### config.mk
export PLATFORM = sky130hd
export DESIGN_NAME = bst_mul
export DESIGN_NICKNAME = d
export VERILOG_FILES = /design/src/design/bst_pkg.sv /design/src/design/bst_mul.sv
export SDC_FILE = /design/constraint.sdc
export NUM_CORES = 2
export LEC_CHECK = 0
export BUFFER_PORTS_ARGS = -buffer_cell sky130_fd_sc_hd__buf_2
export CAP_MARGIN = 5
export CORE_MARGIN = 4
export CORE_UTILIZATION = 30
export DETAILED_ROUTE_END_ITERATION = 8
export PLACE_DENSITY_LB_ADDON = 0.2
export SLEW_MARGIN = 0
export SYNTH_ARGS = -nofsm -noshare
export SYNTH_HDL_FRONTEND = slang
export SYNTH_SLANG_ARGS = --single-unit
### constraint.sdc
create_clock -name clock -period 8.6 [get_ports clock]
set_input_delay 0.86 -clock clock [delete_from_list [all_inputs] [get_ports clock]]
set_output_delay 0.86 -clock clock [all_outputs]
set_load 0.005 [all_outputs]
### src/design/bst_pkg.sv
// shared constants and types for the box distance field sphere tracer
`default_nettype none

package bst_pkg;

   // trace limit
   localparam int MAX_STEPS = 20;
   localparam int STEP_W    = $clog2(MAX_STEPS + 1);

   // field widths
   localparam int COORD_W  = 32;
   localparam int DIR_W    = 18;
   localparam int BOX_W    = 23;
   localparam int THR_W    = 17;
   localparam int TRAVEL_W = 31;

   // internal arithmetic widths
   localparam int DIST_W   = 34;
   localparam int MUL_W    = 34;
   localparam int PROD_W   = 64;
   localparam int SQ_IN_W  = 64;
   localparam int SQ_OUT_W = 32;

   // stream payload widths
   localparam int REQ_W = 152;
   localparam int RSP_W = 128;

   // configuration port
   localparam int CSR_IDX_W  = 2;
   localparam int CSR_DATA_W = 23;

   localparam logic [CSR_IDX_W-1:0] CSR_BOX_LENGTH    = 2'd0;
   localparam logic [CSR_IDX_W-1:0] CSR_BOX_WIDTH     = 2'd1;
   localparam logic [CSR_IDX_W-1:0] CSR_HIT_THRESHOLD = 2'd2;

   localparam logic [THR_W-1:0] THR_RESET = 17'd66;

   typedef logic signed [COORD_W-1:0] coord_type;
   typedef logic signed [DIR_W-1:0]   dir_type;

endpackage

`default_nettype wire

### src/design/bst_mul.sv
// registered signed multiplier shared by all products of the tracer
`default_nettype none

module bst_mul (
   input  wire                                 clock,
   input  wire  logic signed [bst_pkg::MUL_W-1:0]  op_a,
   input  wire  logic signed [bst_pkg::MUL_W-1:0]  op_b,
   output logic signed [bst_pkg::PROD_W-1:0]       prod
);

   logic signed [2*bst_pkg::MUL_W-1:0] full_w;
   logic signed [bst_pkg::PROD_W-1:0]  prod_ff;
   logic signed [bst_pkg::PROD_W-1:0]  prod_in;

   // full product, low bits kept (all used values fit)
   assign full_w  = op_a * op_b;
   assign prod_in = full_w[bst_pkg::PROD_W-1:0];

   always_ff @(posedge clock) begin
      prod_ff <= prod_in;
   end

   assign prod = prod_ff;

endmodule

`default_nettype wire

# After elaboration in Yosys (flattened, before gate mapping)
# Cells that the tools add are included.
[word_totals] ff_bits=64 input_bits=69 out_inout_bits=64 elab_cells=2
[classes] n_mul=1
[ops] cell="multiplier 34 x 34 -> 64 bit" n=1

# Longest topological paths before layout
[depth] depth_word=1 ltp_mapped=29 depth_no_buf=28

# Worst setup path before layout
# OpenSTA, ideal clock, no wires.
[synth_timing] kind="input-to-reg" startpoint="input port op_a[33] (netlist bit)" endpoint="register prod_ff, in the netlist prod[63]" arrival_ns=7.641 setup_slack_ns=0.837 stages=26 path_buffers=2 cell_sequence="buf_1 > nand2_1 > inv_1 > fa_1 > fa_1 > fa_1 > inv_1 > fa_1 > inv_1 > fa_1 > fa_1 > fa_1 > inv_1 > fa_1 > inv_1 > ha_1 > clkbuf_1 > a21o_1 > a21o_1 > a21oi_1 > o21bai_1 > a211oi_1 > o21bai_1 > o21bai_1 > a41oi_1 > xnor2_1"
[synth_between] elab_chain_cells=1
[synth_lines] item="start, declared" line="bst_mul.sv:6" source="input wire logic signed [bst_pkg::MUL_W-1:0] op_a,"
[synth_lines] item="multiplier 34 x 34 -> 64 bit" line="bst_mul.sv:16" source="assign full_w = op_a * op_b;"
[synth_lines] item="named net full_w (one bit)" line="bst_mul.sv:11" source="logic signed [2*bst_pkg::MUL_W-1:0] full_w;"
[synth_lines] item="end signal, assigned" line="bst_mul.sv:20" source="prod_ff <= prod_in;"
[synth_lines] item="end, declared" line="bst_mul.sv:12" source="logic signed [bst_pkg::PROD_W-1:0] prod_ff;"
# The timed path passes the listed nets, and every way through them passes these cells.

# Worst setup path after layout
[layout_timing] startpoint="input port op_a[6] (netlist bit)" endpoint="register prod_ff, in the netlist prod[63]"
# Same word-level chain as after synthesis.

==> PnR_summary.wiki <==
{| class="wikitable"
! Metric !! Value
|-
| Wire length of the first global-routing pass || 199.1 mm
|-
| Overflow after GRT || 0
|-
| Pin slew with the least headroom to its limit || 647.9 ps
|-
| Core area || 136100 um^2
|-
| Number of global-route vias before repair || 33130
|-
| Sink Count || 64
|-
| Layout cells sized above 1 || 11.34%
|-
| Setup crit start kind || input pin
|-
| Fraction of the cycle the final worst path needs || 95.95%
|-
| Final core utilization || 34.47%
|-
| DRC violations left || 0
|-
| Maximum number of pins on one net before global-route repair || 29
|-
| Maximum clock frequency || 121.2 MHz
|-
| Critical path peak fanout || 12
|-
| Via total after detailed routing || 28756
|-
| Count of routing violations after the opening detailed-route iteration || 1208
|-
| Placement row count || 135
|-
| Total iterations of the first detailed-routing run || 7
|-
| Fraction of synthesized cell area taken by the top area cell type || 57.69%
|-
| RSZ-0062 raised after global routing || no
|-
| Post-DR vias/cell || 4.432
|-
| Headroom to the max-slew limit || 56.47%
|-
| YS warnings || 0
|-
| Predominant post-synthesis flop cell || sky130_fd_sc_hd__dfxtp_1
|-
| Vert. Die Dim || 379.3 um
|-
| Number of hold violations in the final report || 0
|-
| Min-delay worst type || in2reg
|-
| Hold bufs inserted after CTS || 0
|-
| Number of buffers added by the clock tree synthesis step || 9
|-
| Time the worst path needs with I/O delays and setup || 8252 ps
|-
| Die X-Extent || 379.3 um
|-
| Synthesis-to-finish area growth || 13.45%
|-
| Data required time of the worst path || 8890 ps
|-
| Cell at the root of the clock tree || sky130_fd_sc_hd__clkbuf_16
|-
| Total routing resource utilization after global routing || 18.45%
|-
| Die area || 143900 um^2
|-
| Initial core utilization || 30.38%
|-
| Most area-hungry cell type in the Yosys netlist || sky130_fd_sc_hd__fa_1
|-
| Final Max Tran Viols || 0
|-
| Status || complete, no violations
|-
| Critical Path End Type || register
|-
| Setup violations, final || 0
|-
| Ports placed on the boundary || 133
|-
| Synthesized area per cell || 9.382 um^2
|-
| Worst Path Arrival || 8540 ps
|-
| CTS tree || yes
|-
| H-tree levels || 3
|-
| Buffers inserted during post-CTS setup optimization || 0
|-
| Nets in the synthesized netlist || 5869
|-
| Number of enable-type register cells in the synthesized netlist || 0
|-
| Sequential fraction of the synthesis area || 3.097%
|-
| Register bit count reported by yosys || 64
|-
| Post-CTS clock slew at the launch and capture registers of the worst setup and hold paths || 70 ps
|-
| Final wirelength || 125.6 mm
|-
| PortBufs || 132
|-
| Total half-perimeter wirelength after legalization and detailed placement || 112.6 mm
|-
| Longest Clk Path Bufs || 2
|-
| Routability cong. || 0.8543
|-
| Max FFs per register || 64
|-
| Number of violations of the max-capacitance limit || 0
|-
| Fraction of synthesis flops using an asynchronous set or reset pin || 0%
|-
| Initial antenna violation count || 17
|-
| Count of nets after finishing || 6155
|-
| Post-route antenna net violation count || 0
|-
| Post-Synthesis Cell Area || 41360 um^2
|-
| Wirelength per Cell || 19.35 um
|-
| WS Path Type || in2reg
|-
| Unique cell type count in the Yosys netlist || 54
|-
| Synthesized instance count || 4409
|-
| Top post-synthesis cells by area || sky130_fd_sc_hd__fa_1 58%, sky130_fd_sc_hd__inv_1 10%, sky130_fd_sc_hd__and2_1 9.0%, sky130_fd_sc_hd__ha_1 6.0%, sky130_fd_sc_hd__nand2_1 5.2%
|}
[area by class of cell]
class / instances / area, um^2
Antenna cell: 7 / 17.52
Clock buffer: 9 / 225.2
Clock inverter: 7 / 125.1
Fill cell: 14225 / 89210
Inverter: 1151 / 4320
Multi-Input combinational cell: 2968 / 34930
Sequential cell: 64 / 1281
Tap cell: 1781 / 2228
Timing Repair Buffer: 501 / 3804
[path summary, 6_finish.rpt]
path / slack (ps) / to / start / cells after the start
worst min-delay path: 1140 / prod[0]$_DFF_P_ / op_a[0] / 3
worst max-delay path: 350 / prod[63]$_DFF_P_ / op_a[6] / 27
[synth_stat cells (all sizes together) (26+ instances only)]
cell type,number
xnor2,58
nand3,26
a21oi,69
nor2,55
xor2,28
o21ai,34
dfxtp,64
a21o,26
and2,596
clkbuf,220
ha,199
inv,1151
nand2,573
fa,1192
[cells in the final DEF (no fill, tap or decap), types with 11 or more instances in the layout]
cell type | Yosys | layout
sky130_fd_sc_hd__dfxtp_1 | 64 | 64
sky130_fd_sc_hd__o21bai_1 | 11 | 11
sky130_fd_sc_hd__fa_1 | 1192 | 1192
sky130_fd_sc_hd__inv_1 | 1151 | 1151
sky130_fd_sc_hd__nand2b_1 | 12 | 12
sky130_fd_sc_hd__xor2_1 | 28 | 28
sky130_fd_sc_hd__nand3_1 | 26 | 26
sky130_fd_sc_hd__and2_1 | 596 | 596
sky130_fd_sc_hd__buf_2 | 4 | 123
sky130_fd_sc_hd__a21o_1 | 25 | 25
sky130_fd_sc_hd__ha_1 | 199 | 199
sky130_fd_sc_hd__nor2_1 | 55 | 55
sky130_fd_sc_hd__nand2_1 | 573 | 573
sky130_fd_sc_hd__xnor2_1 | 58 | 58
sky130_fd_sc_hd__buf_12 | 0 | 28
sky130_fd_sc_hd__a21oi_1 | 69 | 69
sky130_fd_sc_hd__buf_4 | 0 | 341
sky130_fd_sc_hd__o21ai_0 | 34 | 34
[cell families after synthesis]
family                   Yosys count  share of synthesized area, %
adder cells (fa/ha/maj)         1391                         63.71
buffers and inverters           1377                         12.51
AND/OR/NAND/NOR                 1299                         15.79
AO/OA/AOI/OAI                    192                         3.070
XOR/XNOR                          86                         1.821
flip-flops                        64                         3.097
[critical path: stages]
cell and delay (ps):
sky130_fd_sc_hd__buf_2 370, sky130_fd_sc_hd__buf_12 170, sky130_fd_sc_hd__nand2_1 60, sky130_fd_sc_hd__fa_1 520, sky130_fd_sc_hd__inv_1 60, sky130_fd_sc_hd__fa_1 500
sky130_fd_sc_hd__fa_1 660, sky130_fd_sc_hd__fa_1 470, sky130_fd_sc_hd__buf_4 160, sky130_fd_sc_hd__fa_1 500, sky130_fd_sc_hd__fa_1 430, sky130_fd_sc_hd__fa_1 490
sky130_fd_sc_hd__inv_1 50, sky130_fd_sc_hd__fa_1 490, sky130_fd_sc_hd__inv_1 50, sky130_fd_sc_hd__ha_1 280, sky130_fd_sc_hd__and4_1 240, sky130_fd_sc_hd__nand3_1 110
sky130_fd_sc_hd__or3_1 330, sky130_fd_sc_hd__a211oi_2 280, sky130_fd_sc_hd__nor4_2 90, sky130_fd_sc_hd__buf_4 190, sky130_fd_sc_hd__nor3_1 560, sky130_fd_sc_hd__o21bai_1 120
sky130_fd_sc_hd__buf_4 170, sky130_fd_sc_hd__a41oi_1 210, sky130_fd_sc_hd__xnor2_1 90
[stage by stage]
stage / hold WS, ps / setup TNS (ps) / instance area [um^2] / setup slack, ps / instances
after floorplan: 987.3 / 0 / 41360 / 836.6 / 4409
after global routing: 1120 / 0 / 46920 / 13.24 / 6484
final: 1137 / 0 / 46930 / 348.1 / 6488
after global placement: 1243 / -1587 / 46520 / -364.4 / 6465
after CTS: 1101 / 0 / 46870 / 93.41 / 6481
after detailed placement: 1240 / -1454 / 46520 / -311.6 / 6465
[layer usage]
metal,wire length (um),GRT usage (%)
met1,53290,23.58
met2,63700,32.40
met3,4791,2.683
met4,3759,5.413
met5,13,0
[what timing repair did]
| item | CTS | global route |
|---|---|---|
| endpoints found under the setup margin | 0 | 4 |
| gates resized for setup | 0 | 12 |
| hold endpoints to repair | 0 | 0 |
Power is not shown: default switching activity piles up to over one toggle a cycle in this logic, so the estimate is an artifact.
