## src/design/bst_pkg.sv

```systemverilog
// shared constants and types for the box distance field sphere tracer
`default_nettype none

package bst_pkg;

   // trace limit
   localparam int MAX_STEPS = 20;
   localparam int STEP_W    = $clog2(MAX_STEPS + 1);

   // field widths
   localparam int COORD_W  = 32;
   localparam int DIR_W    = 18;
   localparam int BOX_W    = 23;
   localparam int THR_W    = 17;
   localparam int TRAVEL_W = 31;

   // internal arithmetic widths
   localparam int DIST_W   = 34;
   localparam int MUL_W    = 34;
   localparam int PROD_W   = 64;
   localparam int SQ_IN_W  = 64;
   localparam int SQ_OUT_W = 32;

   // stream payload widths
   localparam int REQ_W = 152;
   localparam int RSP_W = 128;

   // configuration port
   localparam int CSR_IDX_W  = 2;
   localparam int CSR_DATA_W = 23;

   localparam logic [CSR_IDX_W-1:0] CSR_BOX_LENGTH    = 2'd0;
   localparam logic [CSR_IDX_W-1:0] CSR_BOX_WIDTH     = 2'd1;
   localparam logic [CSR_IDX_W-1:0] CSR_HIT_THRESHOLD = 2'd2;

   localparam logic [THR_W-1:0] THR_RESET = 17'd66;

   typedef logic signed [COORD_W-1:0] coord_type;
   typedef logic signed [DIR_W-1:0]   dir_type;

endpackage

`default_nettype wire

```

## src/design/bst_sqrt.sv

```systemverilog
// iterative floor square root, one result bit per cycle
`default_nettype none

module bst_sqrt (
   input  wire                                 clock,
   input  wire                                 reset,
   input  wire                                 start,
   input  wire  logic [bst_pkg::SQ_IN_W-1:0]   radicand,
   output logic                                done,
   output logic [bst_pkg::SQ_OUT_W-1:0]        root
);

   localparam int CNT_W = $clog2(bst_pkg::SQ_OUT_W);
   localparam int REM_W = bst_pkg::SQ_OUT_W + 2;

   logic                            busy_ff, busy_in;
   logic                            done_ff, done_in;
   logic [CNT_W-1:0]                cnt_ff, cnt_in;
   logic [bst_pkg::SQ_IN_W-1:0]     rad_ff, rad_in;
   logic [REM_W-1:0]                rem_ff, rem_in;
   logic [bst_pkg::SQ_OUT_W-1:0]    root_ff, root_in;

   logic [REM_W+1:0]                rem_sh;
   logic [REM_W+1:0]                trial;
   logic [REM_W+1:0]                diff;

   // one digit step of the restoring square root
   assign rem_sh = {rem_ff, rad_ff[bst_pkg::SQ_IN_W-1 -: 2]};
   assign trial  = {2'b00, root_ff, 2'b01};
   assign diff   = rem_sh - trial;

   always_comb begin
      busy_in = busy_ff;
      done_in = 1'b0;
      cnt_in  = cnt_ff;
      rad_in  = rad_ff;
      rem_in  = rem_ff;
      root_in = root_ff;
      if (start) begin
         busy_in = 1'b1;
         cnt_in  = '0;
         rad_in  = radicand;
         rem_in  = '0;
         root_in = '0;
      end else if (busy_ff) begin
         rad_in = {rad_ff[bst_pkg::SQ_IN_W-3:0], 2'b00};
         if (rem_sh >= trial) begin
            rem_in  = diff[REM_W-1:0];
            root_in = {root_ff[bst_pkg::SQ_OUT_W-2:0], 1'b1};
         end else begin
            rem_in  = rem_sh[REM_W-1:0];
            root_in = {root_ff[bst_pkg::SQ_OUT_W-2:0], 1'b0};
         end
         cnt_in = cnt_ff + 1'b1;
         if (cnt_ff == CNT_W'(bst_pkg::SQ_OUT_W - 1)) begin
            busy_in = 1'b0;
            done_in = 1'b1;
         end
      end
   end

   // control state
   always_ff @(posedge clock) begin
      if (reset) begin
         busy_ff <= 1'b0;
         done_ff <= 1'b0;
      end else begin
         busy_ff <= busy_in;
         done_ff <= done_in;
      end
   end

   // datapath
   always_ff @(posedge clock) begin
      cnt_ff  <= cnt_in;
      rad_ff  <= rad_in;
      rem_ff  <= rem_in;
      root_ff <= root_in;
   end

   assign done = done_ff;
   assign root = root_ff;

endmodule

`default_nettype wire

```

## config.mk

```make
export PLATFORM = sky130hd
export DESIGN_NAME = bst_sqrt
export DESIGN_NICKNAME = d
export VERILOG_FILES = /design/src/design/bst_pkg.sv /design/src/design/bst_sqrt.sv
export SDC_FILE = /design/constraint.sdc
export NUM_CORES = 1
export LEC_CHECK = 0
export BUFFER_PORTS_ARGS = -buffer_cell sky130_fd_sc_hd__buf_2
export CELL_PAD_IN_SITES_DETAIL_PLACEMENT = 0
export CELL_PAD_IN_SITES_GLOBAL_PLACEMENT = 1
export CORE_MARGIN = 4
export CORE_UTILIZATION = 50
export CTS_BUF_LIST = sky130_fd_sc_hd__clkbuf_8
export DETAILED_ROUTE_END_ITERATION = 7
export PLACE_DENSITY_LB_ADDON = 0.1
export SKIP_CTS_REPAIR_TIMING = 1
export SLEW_MARGIN = 0
export SYNTH_ARGS = -nofsm -noshare
export SYNTH_HDL_FRONTEND = slang
export SYNTH_SLANG_ARGS = --single-unit
```

## constraint.sdc

```tcl
create_clock -name clock -period 4.6 [get_ports clock]
set_input_delay 1.15 -clock clock [delete_from_list [all_inputs] [get_ports clock]]
set_output_delay 1.15 -clock clock [all_outputs]
set_load 0.02 [all_outputs]
```

**After elaboration in Yosys (flattened, before gate mapping)**

Index checks and enable logic that the tools add are counted.

- Logic and storage cells: 21
- Bits in read-only memories: 0
- Bits in latches: 0
- Memories: 0
- Register bits: 137
- Output and inout port bits: 33
- Input bits: 67
- Memory bits (writable): 0

- Multipliers: 0
- Eq/ne operators: 1
- Magnitude comparators: 1
- Shift operators: 0
- Bitwise logic cells: 1
- Div/mod/pow operators: 0
- Reduce and logical (&&, ||, !) cells: 2
- Mux-type cells: 8
- $add $sub $neg: 2

Operator list:

| kind | count |
|---|---|
| $mux 64 | 2 |
| $ge 36x34->1 | 1 |
| $mux 34 | 1 |
| $sub 34x34->34 | 1 |
| $add 5x1->5 const B | 1 |
| $eq 5x5->1 const B | 1 |
| $mux 1 | 5 |
| $reduce_or 3->1 | 1 |
| $reduce_bool 2->1 | 1 |
| $not 1->1 | 1 |

**Logic depth before layout (Yosys ltp)**

- Word-level depth: 4
- Mapped depth: 14
- Gate-level depth less buffers: 11

**Worst setup path before layout**

Ideal clock, no wire load.

- Kind: input to register
- From: in start
- To: reg rad_ff[0] (netlist name) (enable)
- Library setup time: 394 ps
- Buffers on the path: 3
- Required time: 4,206 ps
- Path slack: 1,483 ps
- Stages: 4
- Data arrival time: 2,723 ps
- Cells stage by stage: clkbuf_1 clkbuf_1 clkbuf_1 or2_2

- Cells in the longest elaborated chain, start to end: 1

RTL lines:

| what | line | source |
|---|---|---|
| start, declared | bst_sqrt.sv:7 | `input wire start,` |
| $reduce_bool 2->1 (no line) | -- |  |
| end signal, assigned | bst_sqrt.sv:76 | `rad_ff <= rad_in;` |
| end, declared | bst_sqrt.sv:19 | `logic [bst_pkg::SQ_IN_W-1:0] rad_ff, rad_in;` |

No other way between the ends.
A chain may end at the register's enable or synchronous reset.

**Worst setup path after layout**

- From: reg root_ff (netlist bit root[15])
- To: reg rem_ff[6]

- Cells in the longest elaborated chain, start to end: 2

RTL lines:

| what | line | source |
|---|---|---|
| start, declared | bst_sqrt.sv:21 | `logic [bst_pkg::SQ_OUT_W-1:0] root_ff, root_in;` |
| start signal, assigned | bst_sqrt.sv:78 | `root_ff <= root_in;` |
| $ge 36x34->1 | bst_sqrt.sv:47 | `if (rem_sh >= trial) begin` |
| $mux 34 | bst_sqrt.sv:47 |  |
| end signal, assigned | bst_sqrt.sv:77 | `rem_ff <= rem_in;` |
| end, declared | bst_sqrt.sv:20 | `logic [REM_W-1:0] rem_ff, rem_in;` |

No other way between the ends.

==> summary.txt <==
Outcome - finished clean
I/O pin count - 100
Root Buffer - clkbuf_8
Max Freq - 281 MHz
Pwr Total - 4.03 mW
Cell Area, Synth - 7480 µm²
Area grow syn2layout - 12.9%
FF+latch count, synth - 137
IO buf count - 99
CTS sink count - 137
DRC viols - 0
Total gr overflow - 0
Crit start category - flop
Vias per inst - 5.48
TritonCTS clock tree - built
Die height - 130 µm
Filler cells - 1264
Worst-Margin Slew - 0.895 ns
Final setup violation count - 0
Gp weighted congestion - 0.843
Multi-input logic area - 3760 µm²
Largest net degree at the start of global routing - 77
Tot GR Track Use - 18.4%
Post-route worst setup slack - 1.04 ns
Crit path kind - reg -> reg
Num CTS Buffers - 17
Reg area - 3390 µm²
Initial Util - 51.3%
Relative slew slack - 40.3%
Cell Rows - 44
Fraction of final layout cells sized beyond drive strength 1 - 25.1%
Syn Area/Cell - 10.5 µm²
Hold Path Class - reg -> reg
Max_cap viols - 0
WP data arrival - 3.87 ns
Max Slew Vio Count - 0
Synth async-reset ratio - 0%
Req. time, crit path - 4.90 ns
Core Area - 14600 µm²
CP Max Fanout - 16
Dpl cells - 958
Post-detail-place hpwl - 10.4 mm
Vias in the first global route - 5325
Die Area - 17000 µm²
Post-layout min period - 3.56 ns
Pwr per Cell Area - 477 nW/µm²
Antenna Nets Post-Route - 0
WL per Instance - 15.2 µm
Clk buf depth - 2
Clock-pin slew on the worst setup and hold paths - 0.08 ns
Setup TNS - 0 ns
RSZ-0062 raised after global routing - false
Final wirelength - 15.0 mm
Leak - 3.52 nW
Die Width - 130 µm
Register area share after synthesis - 45.2%
Setup crit end kind - flop
Synth Warn # - 0
Later-pin clock latency in the skew report - 0.46 ns
Place WS - 1.02 ns
Drt first pass iters - 6
Layout Skew - 0.0157 ns
Syn Nets - 815
Final Instance Count excl. Fillers - 990
Ys flop type - dfxtp_1
EDFF count, synth - 64
Worst vdd ir - 0.000257 V
Via count - 5427
Final Hold Fails - 0
Final net count - 896
Post-layout util - 57.9%
First-pass GRT wire length - 25.0 mm
Distinct cells, synth - 52
Mapped Cells - 712
Diodes inserted - 0
DRT iter0 DRCs - 270
Initial antenna violation count - 0
H-Tree Depth - 4
Crit share post-route - 77.5%
==> cell usage after synthesis (3+ instances only) <==
master,n,area [µm²]
nand3_1,12,60.1
a21oi_1,30,150
a21o_1,26,195
nand2b_1,4,25.0
xnor2_1,15,131
inv_1,40,150
and2_1,5,31.3
o22ai_1,4,25.0
o21ai_1,6,30.0
nor2b_1,7,43.8
a31oi_1,4,25.0
clkbuf_1,29,109
nor3_1,4,20.0
a211oi_1,31,233
o211ai_1,3,22.5
o21ai_0,13,65.1
and4_1,3,26.3
mux2_2,62,698
buf_1,8,30.0
buf_6,4,45.0
nand4_1,6,37.5
nor3b_1,3,22.5
ha_1,36,450
xor2_1,19,166
edfxtp_1,64,1920
nor2_1,80,300
o21bai_1,4,30.0
dfxtp_1,73,1460
mux2i_1,60,601
nand2_1,21,78.8
and3_1,6,37.5
==> metal layers <==
layer / track usage, % / vias up / routed length (µm)
met1: 24.3 / 2555 / 7120
met3: 6.92 / 22 / 1010
met2: 27.8 / 111 / 6650
met4: 6.53 / 0 / 256
met5: 0 / - / 0
li1: - / 2739 / -
==> final cells by class <==
type,instances,share of cell area (%)
timing repair buffer,105,6.57
multi-input combinational,492,44.5
tap,184,2.72
clock buffer,18,2.93
inverter,40,1.78
clock inverter,14,1.47
sequential,137,40.1
==> state kept, by name, indices dropped and copies added, names as in the netlist <==
signal,cells
rem_ff,34
root,32
cnt_ff,5
rad_ff,64
done,1
busy_ff,1
==> critical path, stage by stage (launching register included) <==
cell      delay (ns)
dfxtp_1         0.37
inv_1           0.06
ha_1            0.38
a21o_1          0.24
a21o_1          0.18
a21o_1          0.19
a211oi_2        0.22
nand3_1         0.20
a311o_1         0.44
a21oi_4         0.42
buf_4           0.37
mux2i_1         0.23
a211oi_1        0.09
==> layout by cell type, fill, tap and decap left out, types with 5 or more instances in the layout <==
master / count
a211oi_1: 31
a21o_1: 26
a21oi_1: 30
and2_1: 5
and3_1: 6
buf_2: 98
buf_4: 6
clkbuf_8: 18
clkinvlp_4: 5
dfxtp_1: 72
edfxtp_1: 64
ha_1: 36
inv_1: 41
mux2_2: 62
mux2i_1: 60
nand2_1: 21
nand3_1: 12
nand4_1: 6
nor2_1: 80
nor2b_1: 7
o21ai_0: 13
o21ai_1: 6
xnor2_1: 15
xor2_1: 19
==> logic make-up after synthesis <==
kind of cell | synth area share [%]
flip-flops | 45.2
multiplexers | 17.5
AND/OR/NAND/NOR | 9.58
AO/OA/AOI/OAI | 13.1
XOR/XNOR | 3.98
adder cells (fa/ha/maj) | 6.02
buffers and inverters | 4.60
==> where the power goes <==
| part | internal, mW | switching (mW) | total, mW |
|---|---|---|---|
| logic | 0.739 | 0.854 | 1.59 |
| registers | 1.41 | 0.0818 | 1.50 |
| clock network | 0.442 | 0.502 | 0.944 |
| total | 2.60 | 1.44 | 4.03 |
==> through the flow <==
step | area [µm²] | hold slack [ns]
after floorplan | 7480 | 0.459
after CTS | 8450 | 0.501
after detailed placement | 8080 | 0.485
after global placement | 8080 | 0.476
final | 8450 | 0.502
after global routing | 8450 | 0.535
==> worst paths after layout <==
path | start | end | slack (ns) | cells after the start
worst max-delay path | root[15]$_SDFFE_PP0P_ | rem_ff[6]$_SDFFE_PP0P_ | 1.04 | 12
worst min-delay path | rem_ff[32]$_SDFFE_PP0P_ | rem_ff[32]$_SDFFE_PP0P_ | 0.50 | 2
worst max register to register | root[15]$_SDFFE_PP0P_ | rem_ff[6]$_SDFFE_PP0P_ | 1.04 | 12
worst min register to register | rem_ff[32]$_SDFFE_PP0P_ | rem_ff[32]$_SDFFE_PP0P_ | 0.50 | 2
Power figures use the tool's default switching activity.
